File: config.mk
export PLATFORM = sky130hd
export DESIGN_NAME = deauth_frame_source_tracker_core
export DESIGN_NICKNAME = d
export VERILOG_FILES = /design/src/design/dfst_pkg.sv /design/src/design/dfst_front.sv /design/src/design/dfst_queue.sv /design/src/design/dfst_back.sv /design/src/design/deauth_frame_source_tracker_core.sv
export SDC_FILE = /design/constraint.sdc
export NUM_CORES = 1
export LEC_CHECK = 0
export BUFFER_PORTS_ARGS = -buffer_cell sky130_fd_sc_hd__buf_2
export CAP_MARGIN = 5
export CORE_MARGIN = 3
export CORE_UTILIZATION = 55
export DETAILED_ROUTE_END_ITERATION = 12
export PLACE_DENSITY = 0.8
export SYNTH_ARGS = -nofsm -noshare
export SYNTH_HDL_FRONTEND = slang
export SYNTH_SLANG_ARGS = --single-unit
File: constraint.sdc
create_clock -name clk -period 15.3 [get_ports clk]
set_input_delay 2.295 -clock clk [delete_from_list [all_inputs] [get_ports clk]]
set_output_delay 2.295 -clock clk [all_outputs]
set_load 0.005 [all_outputs]
File: src/design/dfst_pkg.sv
// shared types and constants for the deauth frame source tracker
`timescale 1ns / 1ps

package dfst_pkg;

  localparam int DEF_TABLE_ENTRIES = 6;
  localparam int QUEUE_DEPTH       = 2;
  localparam int QPTR_W            = (QUEUE_DEPTH > 1) ? $clog2(QUEUE_DEPTH) : 1;
  localparam int QCNT_W            = $clog2(QUEUE_DEPTH + 1);

  localparam int ADDR_W  = 48;
  localparam int RSSI_W  = 8;
  localparam int TIME_W  = 32;
  localparam int COUNT_W = 16;
  localparam int TOTAL_W = 32;
  localparam int SLOT_W  = 3;
  localparam int USED_W  = 3;

  localparam logic [3:0] SUBTYPE_DEAUTH   = 4'hC;
  localparam logic [3:0] SUBTYPE_DISASSOC = 4'hA;

  typedef enum logic [1:0] {
    ACT_IGNORED = 2'd0,
    ACT_HIT     = 2'd1,
    ACT_FREE    = 2'd2,
    ACT_EVICT   = 2'd3
  } action_t;

  typedef enum logic [1:0] {
    BK_IDLE,
    BK_LOOKUP,
    BK_SCAN,
    BK_WRITE
  } back_state_t;

  typedef struct packed {
    logic                     counted;
    logic [ADDR_W-1:0]        bssid;
    logic signed [RSSI_W-1:0] rssi;
    logic [TIME_W-1:0]        now_ms;
  } frame_item_t;

endpackage

File: src/design/dfst_front.sv
// front end: accepts frames and classifies them as counted or ignored
`timescale 1ns / 1ps

module dfst_front import dfst_pkg::*; (
  input  logic                     start,
  input  logic                     busy,
  input  logic                     is_mgmt,
  input  logic [7:0]               frame_ctrl,
  input  logic [ADDR_W-1:0]        bssid,
  input  logic signed [RSSI_W-1:0] rssi,
  input  logic [TIME_W-1:0]        now_ms,
  output logic                     push,
  output frame_item_t              item
);

  logic [3:0] subtype;
  logic       counted;

  assign subtype = frame_ctrl[7:4];

  always_comb begin
    unique case (subtype) inside
      SUBTYPE_DEAUTH, SUBTYPE_DISASSOC: counted = is_mgmt;
      default:                          counted = 1'b0;
    endcase
  end

  assign push         = start && !busy;
  assign item.counted = counted;
  assign item.bssid   = bssid;
  assign item.rssi    = rssi;
  assign item.now_ms  = now_ms;

endmodule

File: src/design/dfst_queue.sv
// short frame queue between the front end and the table engine
`timescale 1ns / 1ps

module dfst_queue import dfst_pkg::*; (
  input  logic        clk,
  input  logic        rst,
  input  logic        push,
  input  frame_item_t push_item,
  input  logic        pop,
  output logic        full,
  output logic        valid,
  output frame_item_t head
);

  frame_item_t       mem [QUEUE_DEPTH];
  logic [QPTR_W-1:0] wr_ptr;
  logic [QPTR_W-1:0] rd_ptr;
  logic [QCNT_W-1:0] fill;

  assign full  = (fill == QCNT_W'(QUEUE_DEPTH));
  assign valid = (fill != '0);
  assign head  = mem[rd_ptr];

  always_ff @(posedge clk) begin
    if (push) begin
      mem[wr_ptr] <= push_item;
    end
  end

  always_ff @(posedge clk) begin
    if (rst) begin
      wr_ptr <= '0;
      rd_ptr <= '0;
      fill   <= '0;
    end else begin
      if (push) begin
        wr_ptr <= (wr_ptr == QPTR_W'(QUEUE_DEPTH - 1)) ? '0 : wr_ptr + 1'b1;
      end
      if (pop) begin
        rd_ptr <= (rd_ptr == QPTR_W'(QUEUE_DEPTH - 1)) ? '0 : rd_ptr + 1'b1;
      end
      case ({push, pop})
        2'b10:   fill <= fill + 1'b1;
        2'b01:   fill <= fill - 1'b1;
        default: fill <= fill;
      endcase
    end
  end

endmodule

File: src/design/dfst_back.sv
// table engine: bssid lookup, free entry fill, oldest entry eviction, results
`timescale 1ns / 1ps

module dfst_back import dfst_pkg::*; #(
  parameter int TABLE_ENTRIES = DEF_TABLE_ENTRIES
) (
  input  logic               clk,
  input  logic               rst,
  input  logic               q_valid,
  input  frame_item_t        q_head,
  output logic               pop,
  output logic               done,
  output logic [1:0]         action,
  output logic [SLOT_W-1:0]  slot,
  output logic [COUNT_W-1:0] entry_count,
  output logic [TOTAL_W-1:0] frames_total,
  output logic [USED_W-1:0]  entries_used
);

  localparam int IDX_W = (TABLE_ENTRIES > 1) ? $clog2(TABLE_ENTRIES) : 1;
  localparam int CNT_W = $clog2(TABLE_ENTRIES + 1);

  logic [ADDR_W-1:0]        entry_address  [TABLE_ENTRIES];
  logic [COUNT_W-1:0]       entry_frames   [TABLE_ENTRIES];
  logic signed [RSSI_W-1:0] entry_strength [TABLE_ENTRIES];
  logic [TIME_W-1:0]        entry_heard_at [TABLE_ENTRIES];

  back_state_t        state;
  back_state_t        state_next;
  frame_item_t        cur;
  logic [CNT_W-1:0]   occupied;
  logic [TOTAL_W-1:0] total;
  logic [IDX_W-1:0]   scan_idx;
  logic [IDX_W-1:0]   best_idx;
  logic [TIME_W-1:0]  best_time;

  logic [TABLE_ENTRIES-1:0] match;
  logic                     hit;
  logic [IDX_W-1:0]         hit_idx;
  logic                     has_free;
  logic                     scan_last;
  logic                     scan_better;

  logic               take;
  logic               scan_start;
  logic               scan_step;
  logic               occ_inc;
  logic               wr_en;
  logic               wr_fresh;
  logic [IDX_W-1:0]   wr_idx;
  logic [COUNT_W-1:0] wr_count;
  logic               res_en;
  action_t            res_action;
  logic [IDX_W-1:0]   res_slot;
  logic [COUNT_W-1:0] res_count;
  logic [CNT_W-1:0]   res_occ;

  // parallel address compare over occupied entries
  always_comb begin
    hit     = 1'b0;
    hit_idx = '0;
    for (int i = 0; i < TABLE_ENTRIES; i++) begin
      match[i] = (CNT_W'(i) < occupied) && (entry_address[i] == cur.bssid);
    end
    for (int i = TABLE_ENTRIES - 1; i >= 0; i--) begin
      if (match[i]) begin
        hit     = 1'b1;
        hit_idx = IDX_W'(i);
      end
    end
  end

  assign has_free    = (occupied < CNT_W'(TABLE_ENTRIES));
  assign scan_last   = (scan_idx == IDX_W'(TABLE_ENTRIES - 1));
  assign scan_better = (entry_heard_at[scan_idx] < best_time);

  // next state
  always_comb begin
    state_next = state;
    unique case (state)
      BK_IDLE: begin
        if (q_valid && q_head.counted) begin
          state_next = BK_LOOKUP;
        end
      end
      BK_LOOKUP: begin
        if (hit || has_free) begin
          state_next = BK_IDLE;
        end else if (TABLE_ENTRIES == 1) begin
          state_next = BK_WRITE;
        end else begin
          state_next = BK_SCAN;
        end
      end
      BK_SCAN: begin
        if (scan_last) begin
          state_next = BK_WRITE;
        end
      end
      BK_WRITE: state_next = BK_IDLE;
      default:  state_next = BK_IDLE;
    endcase
  end

  // datapath controls
  always_comb begin
    pop        = 1'b0;
    take       = 1'b0;
    scan_start = 1'b0;
    scan_step  = 1'b0;
    occ_inc    = 1'b0;
    wr_en      = 1'b0;
    wr_fresh   = 1'b0;
    wr_idx     = '0;
    wr_count   = '0;
    res_en     = 1'b0;
    res_action = ACT_IGNORED;
    res_slot   = '0;
    res_count  = '0;
    res_occ    = occupied;
    unique case (state)
      BK_IDLE: begin
        if (q_valid) begin
          pop = 1'b1;
          if (q_head.counted) begin
            take = 1'b1;
          end else begin
            res_en = 1'b1;
          end
        end
      end
      BK_LOOKUP: begin
        if (hit) begin
          wr_en      = 1'b1;
          wr_idx     = hit_idx;
          wr_count   = entry_frames[hit_idx] + 1'b1;
          res_en     = 1'b1;
          res_action = ACT_HIT;
          res_slot   = hit_idx;
          res_count  = wr_count;
        end else if (has_free) begin
          wr_en      = 1'b1;
          wr_fresh   = 1'b1;
          wr_idx     = IDX_W'(occupied);
          wr_count   = COUNT_W'(1);
          occ_inc    = 1'b1;
          res_en     = 1'b1;
          res_action = ACT_FREE;
          res_slot   = wr_idx;
          res_count  = wr_count;
          res_occ    = occupied + 1'b1;
        end else begin
          scan_start = 1'b1;
        end
      end
      BK_SCAN: scan_step = 1'b1;
      BK_WRITE: begin
        wr_en      = 1'b1;
        wr_fresh   = 1'b1;
        wr_idx     = best_idx;
        wr_count   = COUNT_W'(1);
        res_en     = 1'b1;
        res_action = ACT_EVICT;
        res_slot   = best_idx;
        res_count  = wr_count;
      end
      default: ;
    endcase
  end

  // table storage
  always_ff @(posedge clk) begin
    if (wr_en) begin
      entry_frames[wr_idx]   <= wr_count;
      entry_strength[wr_idx] <= cur.rssi;
      entry_heard_at[wr_idx] <= cur.now_ms;
      if (wr_fresh) begin
        entry_address[wr_idx] <= cur.bssid;
      end
    end
  end

  // work item, oldest entry search, result payload
  always_ff @(posedge clk) begin
    if (take) begin
      cur <= q_head;
    end
    if (scan_start) begin
      scan_idx  <= IDX_W'(1);
      best_idx  <= '0;
      best_time <= entry_heard_at[0];
    end else if (scan_step) begin
      scan_idx <= scan_idx + 1'b1;
      if (scan_better) begin
        best_idx  <= scan_idx;
        best_time <= entry_heard_at[scan_idx];
      end
    end
    if (res_en) begin
      action       <= res_action;
      slot         <= SLOT_W'(res_slot);
      entry_count  <= res_count;
      frames_total <= total;
      entries_used <= USED_W'(res_occ);
    end
  end

  always_ff @(posedge clk) begin
    if (rst) begin
      state    <= BK_IDLE;
      occupied <= '0;
      total    <= '0;
      done     <= 1'b0;
    end else begin
      state <= state_next;
      done  <= res_en;
      if (take) begin
        total <= total + 1'b1;
      end
      if (occ_inc) begin
        occupied <= occupied + 1'b1;
      end
    end
  end

endmodule

File: src/design/deauth_frame_source_tracker_core.sv
// top level of the deauth frame source tracker
`timescale 1ns / 1ps

// A frame is taken on a clock edge where start is high and busy is low; busy
// rises only when the two-entry input queue is full. Every frame yields one
// result, shown for a single cycle with done high, in input order; results
// cannot be held off by the receiver. An ignored frame is reported straight from
// the queue head by the table engine; a hit or a free-entry fill is dequeued,
// then compared and written back; an eviction also searches the oldest
// last-heard time one entry per cycle before the write. Nothing needs clearing
// after reset.
module deauth_frame_source_tracker_core import dfst_pkg::*; #(
  parameter int TABLE_ENTRIES = DEF_TABLE_ENTRIES
) (
  input  logic                     clk,
  input  logic                     rst,
  input  logic                     start,
  output logic                     busy,
  input  logic                     is_mgmt,
  input  logic [7:0]               frame_ctrl,
  input  logic [ADDR_W-1:0]        bssid,
  input  logic signed [RSSI_W-1:0] rssi,
  input  logic [TIME_W-1:0]        now_ms,
  output logic                     done,
  output logic [1:0]               action,
  output logic [SLOT_W-1:0]        slot,
  output logic [COUNT_W-1:0]       entry_count,
  output logic [TOTAL_W-1:0]       frames_total,
  output logic [USED_W-1:0]        entries_used
);

  logic        push;
  frame_item_t push_item;
  logic        pop;
  logic        q_valid;
  frame_item_t q_head;

  dfst_front u_front (
    .start      (start),
    .busy       (busy),
    .is_mgmt    (is_mgmt),
    .frame_ctrl (frame_ctrl),
    .bssid      (bssid),
    .rssi       (rssi),
    .now_ms     (now_ms),
    .push       (push),
    .item       (push_item)
  );

  dfst_queue u_queue (
    .clk       (clk),
    .rst       (rst),
    .push      (push),
    .push_item (push_item),
    .pop       (pop),
    .full      (busy),
    .valid     (q_valid),
    .head      (q_head)
  );

  dfst_back #(
    .TABLE_ENTRIES (TABLE_ENTRIES)
  ) u_back (
    .clk          (clk),
    .rst          (rst),
    .q_valid      (q_valid),
    .q_head       (q_head),
    .pop          (pop),
    .done         (done),
    .action       (action),
    .slot         (slot),
    .entry_count  (entry_count),
    .frames_total (frames_total),
    .entries_used (entries_used)
  );

  a_ignored_zero: assert property (@(posedge clk) disable iff (rst)
    done && (action == ACT_IGNORED) |-> (slot == '0) && (entry_count == '0))
    else $error("ignored transaction reports a slot or count");

  a_new_entry_count: assert property (@(posedge clk) disable iff (rst)
    done && ((action == ACT_FREE) || (action == ACT_EVICT)) |-> (entry_count == 16'd1))
    else $error("new entry does not start at one");

  a_free_slot: assert property (@(posedge clk) disable iff (rst)
    done && (action == ACT_FREE) |-> (slot == entries_used - 3'd1))
    else $error("free entry taken out of order");

  a_pop_nonempty: assert property (@(posedge clk) disable iff (rst)
    pop |-> q_valid)
    else $error("dequeue from empty queue");

endmodule
==> results of run 1 <==
==> state kept, by name, summed over array words and instances, names as in the netlist, 16 cells and up, named ones only <==
| register | cells |
|---|---|
| u_back.entry_address | 288 |
| u_back.entry_heard_at | 192 |
| u_queue.mem | 162 |
| u_back.entry_frames | 96 |
| u_back.cur | 80 |
| u_back.best_time | 32 |
| u_back.frames_total | 32 |
| u_back.total | 32 |
| u_back.entry_count | 16 |
==> placed cells by master (no fill, tap or decap), types with 18 or more instances in the layout <==
cell and n:
xnor2_1 65, ha_1 38, buf_2 145, nor2b_1 55, dfxtp_1 49, inv_1 59
nand2_1 169, mux2i_1 56, nand3_1 53, and3_1 19, nor2_1 114, nor4_1 98
mux4_2 32, clkinv_1 22, clkbuf_16 99, nand2b_1 37, edfxtp_1 906, nand4_1 53
buf_4 53, o21ai_0 37, a21oi_1 72, clkbuf_1 18, nor3_1 37, mux2_2 92
xor2_1 232
==> per-stage QoR <==
step	hold slack (ns)	setup WS, ns	instances
floorplan	0.417	4.53	2582
finish	0.454	9.21	3810
global placement	0.432	9.49	3624
global route	0.476	9.02	3809
CTS	0.450	9.38	3806
detailed placement	0.435	9.44	3624
==> critical path, delay by kind of cell, from the launching register on <==
kind	cells	cell delay (ns)
compound gates	3	0.73
simple gates	7	3.20
buf+inv	1	0.56
flops	1	0.93
xor+xnor	1	0.25
==> power breakdown <==
part,leakage (nW),internal [mW],switching [mW]
Combinational,5.09,0.322,0.571
Clock,1.55,1.35,0.987
Sequential,8.68,3.22,0.186
==> cell families after synthesis <==
| family | count (synthesis) | share of synthesized area, % |
|---|---|---|
| AOI/OAI and AO/OA | 201 | 3.39 |
| adders and majority gates | 38 | 1.19 |
| buffers and inverters | 165 | 2.05 |
| xor gates and xnor gates | 298 | 6.58 |
| muxes | 181 | 5.85 |
| and+or+nand+nor | 741 | 9.98 |
| DFF | 958 | 71.0 |
==> layout make-up <==
type | instances | area share [%]
inverter | 59 | 0.494
tap | 950 | 2.65
multi-input combinational | 1459 | 24.2
antenna | 4 | 0.0223
clock inverter | 61 | 1.32
clock buffer | 121 | 5.80
timing repair buffer | 198 | 2.50
sequential | 958 | 63.0
==> worst max path at each step <==
stage                                   from                                    end  slack (ns)
detailed placement  u_back.cur[75]$_DFFE_PP_  u_back.entry_heard_at[1][7]$_DFFE_PP_        9.44
CTS                 u_back.cur[80]$_DFFE_PP_  u_back.entry_heard_at[1][0]$_DFFE_PP_        9.38
global placement    u_back.cur[67]$_DFFE_PP_  u_back.entry_heard_at[1][5]$_DFFE_PP_        9.49
global route        u_back.cur[79]$_DFFE_PP_  u_back.entry_heard_at[1][0]$_DFFE_PP_        9.02
finish              u_back.cur[67]$_DFFE_PP_  u_back.entry_heard_at[1][0]$_DFFE_PP_        9.21
floorplan                          flip-flop          u_back.total[31]$_SDFFE_PP0P_        4.53
==> metal layers <==
metal | up-vias | GRT usage, % | wire [µm] | part of all wire, %
li1 | 10200 | - | - | -
met1 | 11400 | 32.1 | 35700 | 40
met2 | 1064 | 37.9 | 42600 | 48
met3 | 161 | 4.46 | 7820 | 8.8
met4 | 0 | 8.57 | 2600 | 2.9
met5 | - | 0 | 0 | 0
==> results.cfg, run 1 <==
[run_status]
status = finished, final reports clean

[place]
postPlaceCellArea_um2 = 41700
dp_hpwl_um = 55600
gp_congestion = 0.933
port_buffers = 145

[detailed_routing]
antenna_left = 0
drt-total-wl_um = 88700
dr.pass1.iters = 5
post_drt_wl_per_cell_um = 23.3
drtIter0Drc = 2217
drc = 0
via_count = 22800
vias_per_cell = 5.98

[setup_path]
crit_top_cell = nor4_1
path_cells = xor2_1 -> nor4_1 -> nand3_1 -> nor4_1 -> a21o_1 -> or3_1 -> o21ai_0 -> a21oi_1 -> nor2b_1 -> or2_2 -> nor2_4 -> buf_4
r2r_setup_slack_ns = 9.21
worst-r2r-cell-count = 12
cp-end-kind = flip-flop
cpMaxStageDelayCell = nor4_1
critPathArrivalTime_ns = 6.37
cp_max_fo = 27
worstReg2RegEnd = u_back.entry_heard_at[1][0]$_DFFE_PP_
critPathLaunchType = flip-flop
path_class = reg -> reg
r2r-start = u_back.cur[67]$_DFFE_PP_
slowest_delay_ns = 0.98
crit_required_ns = 15.58

[hold_path]
hp-class = reg -> reg
min_to = u_back.frames_total[31]$_DFFE_PP_
worst_hold_startpoint = u_back.total[31]$_SDFFE_PP0P_
holdPathStages = 0

[clocking]
clk_pin_slew_ns = 0.06
cts.sinks = 958
post_cts_buffers = 0
cts_tree = yes
clockBufferDepth = 3
ctsResizeCount = 0
insertion_delay_ns = 0.67
cts_made_buffers = 97
hold_buffers = 0
cts-root-buf = clkbuf_16
htreeDepth = 3

[finish]
nNetsFinal = 2911
nFillCells = 5092
post-route-util_pct = 62.6
seq_area_um2 = 28300
final_design_area_no_fill_um2 = 44900
syn_to_final_growth_pct = 12.7
drive_above_1_share_pct = 18.5
multi_input_area_um2 = 10900

[synth]
avgSynthCellArea_um2 = 15.4
synth_top_cell_by_area = edfxtp_1
async_flop_share_pct = 0
syn-num-nets = 2720
yosysTopAreaCellShare_pct = 68.3
synth_flop_cell = edfxtp_1
synth_area_leaders = edfxtp_1 (68%), xor2_1 (5.1%), dfxtp_1 (2.6%), mux2_2 (2.6%), mux4_2 (1.8%)
synth-edff-count = 906
syn-instance-count = 2582
seq_area_frac_synth_pct = 71.0
synthesis.area_um2 = 39800
synthDistinctLibCells = 94
synth-seq-cells = 958
yosysWarnings = 0
synth_common_cells = edfxtp_1 (906), xor2_1 (232), nand2_1 (171)
synth.most_common_cell = edfxtp_1

[power]
ir_drop_uv = 110
power.static_leakage_nw = 15.3
total_power_mw = 6.64
p_per_area_nw_per_um2 = 148

[grt]
antenna_found_initial = 4
grt_pass1_wl_um = 134000
grt_pass1_vias = 23100
grt_usage_pct = 23.5
grt_max_degree = 64
globalRouteOverflowTotal = 0

[floorplan]
initial_core_util_pct = 55.6
io_pins = 158
die_w_um = 275
dieHeight_um = 275
row_count = 98
core_um2 = 71600
dieArea_um2 = 75600

[sta]
hold_violations = 0
worst_slew_pin_slew_ns = 1.14
slew_headroom_pct = 23.2
grt_setup_unrepaired = no
clock.fmax_mhz = 164
finalSetupViolCount = 0
finalClockSkew_ns = 0.0444
min_period_over_period_pct = 39.8
fin_tns_setup_ns = 0
fin_crit_ns = 6.09
final_max_slew_viol_count = 0

[flow_run]
maxCapViolations = 0
Note: power is estimated with default switching activity, not from simulation.
==> inputs of run 2 (changes only) <==
Clock period 15.3 ns to 6.2 ns, I/O delays scaled along.
==> run 2 against run 1 <==
Against the previous run:
- core utilization up 0.17 points
- final area up 0.27%
- combinational power up 140%
- critical path depth unchanged
- clock skew up 0.0044 ns
- cell count up 0.31%
- routed wire length up 3.6%
- critical path type unchanged
==> results.cfg, run 2 (same netlist as run 1, synthesis figures left out) <==
[floorplan]
dieHeight_um = 275
initial_core_util_pct = 55.6
die_w_um = 275
io_pins = 158
row_count = 98
core_um2 = 71600
dieArea_um2 = 75600

[place]
port_buffers = 145
pre_cts_slack_ns = 0.825
gp_congestion = 0.915
dpl.cell_count = 3647
dp_hpwl_um = 60000

[setup_path]
path_cells = xor2_1 -> nor4_1 -> nand4_1 -> nor4_1 -> a21o_1 -> or3_1 -> o21ai_0 -> a21oi_1 -> nor2b_1 -> or2_2 -> nor2_4 -> buf_4
r2r-start = u_back.cur[52]$_DFFE_PP_
crit_top_cell = nor4_1
crit_required_ns = 6.46
cpMaxStageDelayCell = edfxtp_1
critPathLaunchType = flip-flop
r2r_setup_slack_ns = 0.65
cp-end-kind = flip-flop
cp_max_fo = 48
worstSetupStartpoint = u_back.cur[52]$_DFFE_PP_
path_class = reg -> reg
slowest_delay_ns = 0.90
cp-endpoint = u_back.entry_address[1][15]$_DFFE_PP_
critPathArrivalTime_ns = 5.80
worstReg2RegEnd = u_back.entry_address[1][15]$_DFFE_PP_
worst-r2r-cell-count = 12

[grt]
grt_use_met3_pct = 3.80
top_usage_layer = met2
met2_usage_pct = 38.0
globalRouteOverflowTotal = 0
grt_max_degree = 51
grt_usage_pct = 24.2
grt_pass1_wl_um = 136000
antenna_found_initial = 3
grt_pass1_vias = 22500
grt_use_met1_pct = 34.7

[finish]
post-route-util_pct = 62.8
multi_input_area_um2 = 10900
nFillCells = 5136
biggestRegsByFlops = u_back.entry_address x288, u_back.entry_heard_at x192, u_queue.mem x162
nNetsFinal = 2931
final_common_cell = edfxtp_1
top_register = u_back.entry_address
largest_reg_flops = 288
final_cell_mix = edfxtp_1 (906), xor2_1 (232), nand2_1 (170), buf_2 (145), nor2_1 (114)
drive_above_1_share_pct = 19.0
seq_area_um2 = 28300
syn_to_final_growth_pct = 13.0
instances_no_fill = 3822

[sta]
min_period_over_period_pct = 89.4
slew_headroom_pct = 9.89
fin_tns_setup_ns = 0
finalSetupViolCount = 0
grt_setup_unrepaired = no
worst_slew_pin_slew_ns = 1.34
hold_violations = 0
finalClockSkew_ns = 0.0488
fin_crit_ns = 5.55
finalWorstSetupSlack_ns = 0.655
final_max_slew_viol_count = 0
clock.fmax_mhz = 180

[detailed_routing]
via_count = 22800
antenna_left = 0
dr.pass1.iters = 6
drt-total-wl_um = 92000
drc = 0
drtIter0Drc = 2269
vias_per_cell = 5.96
post_drt_wl_per_cell_um = 24.1

[clocking]
ctsResizeCount = 0
cts_made_buffers = 94
post_cts_buffers = 0
cts_tree = yes
cts.sinks = 958
clockBufferDepth = 3
hold_buffers = 0
htreeDepth = 3
cts-root-buf = clkbuf_16
clk_pin_slew_ns = 0.06
insertion_delay_ns = 0.66

[power]
p_per_area_nw_per_um2 = 362
ir_drop_uv = 300
total_power_mw = 16.3
power.static_leakage_nw = 15.4

[run_status]
status = finished, final reports clean

[flow_run]
maxCapViolations = 0

[hold_path]
holdPathStages = 0
hp-class = reg -> reg
-- run 2: cell count changes in the layout (fill, tap and decap cells not counted), moves of 2 or more --
cell	delta
clkinv_1	-7
buf_12	+6
clkinvlp_4	+2
inv_16	-2
inv_6	-3
clkinv_8	+2
clkbuf_1	+4
diode_2	-2
clkbuf_16	-4
buf_4	+17
-- run 2: metal layers --
| metal | up-vias | share of wire (%) |
|---|---|---|
| li1 | 10200 | - |
| met1 | 11400 | 42 |
| met2 | 987 | 47 |
| met3 | 195 | 7.6 |
| met4 | 0 | 3.4 |
| met5 | - | 0 |
-- run 2: stage by stage --
stage | hold WS [ns] | area [µm²]
floorplan | 0.417 | 39800
global placement | 0.427 | 41900
CTS | 0.417 | 45000
finish | 0.455 | 45000
detailed placement | 0.441 | 41900
global route | 0.434 | 45000
-- run 2: power by group --
group          total [mW]  internal (mW)  switching, mW
clock                5.58           3.20           2.39
sequential           8.59           7.94          0.644
combinational        2.11          0.831           1.28
-- run 2: worst max-delay path: cells and delay by family, from the launching register on --
| kind | cells | cell delay, ns |
|---|---|---|
| simple gates | 7 | 2.59 |
| flops | 1 | 0.90 |
| compound gates | 3 | 0.85 |
| buf+inv | 1 | 0.52 |
| xor+xnor | 1 | 0.21 |
-- run 2: final cells by class --
type                       count  area share (%)
tap                          950            2.64
clock buffer                 123            5.64
sequential                   958            62.8
antenna                        2          0.0111
timing repair buffer         221            3.05
multi-input combinational   1459            24.2
clock inverter                50            1.17
inverter                      59           0.492
-- run 2: worst min-delay path by stage --
stage | start | endpoint | slack (ns)
4_1_cts | bssid[9] | u_queue.mem[1][49]$_DFFE_PP_ | 0.42
5_1_grt | bssid[9] | u_queue.mem[1][49]$_DFFE_PP_ | 0.43
2_1_floorplan | u_back.total[31]$_SDFFE_PP0P_ | u_back.frames_total[31]$_DFFE_PP_ | 0.42
3_5_place_dp | u_back.total[31]$_SDFFE_PP0P_ | u_back.frames_total[31]$_DFFE_PP_ | 0.44
6_report | u_back.total[31]$_SDFFE_PP0P_ | u_back.frames_total[31]$_DFFE_PP_ | 0.45
3_3_place_gp | u_back.total[31]$_SDFFE_PP0P_ | u_back.frames_total[31]$_DFFE_PP_ | 0.43
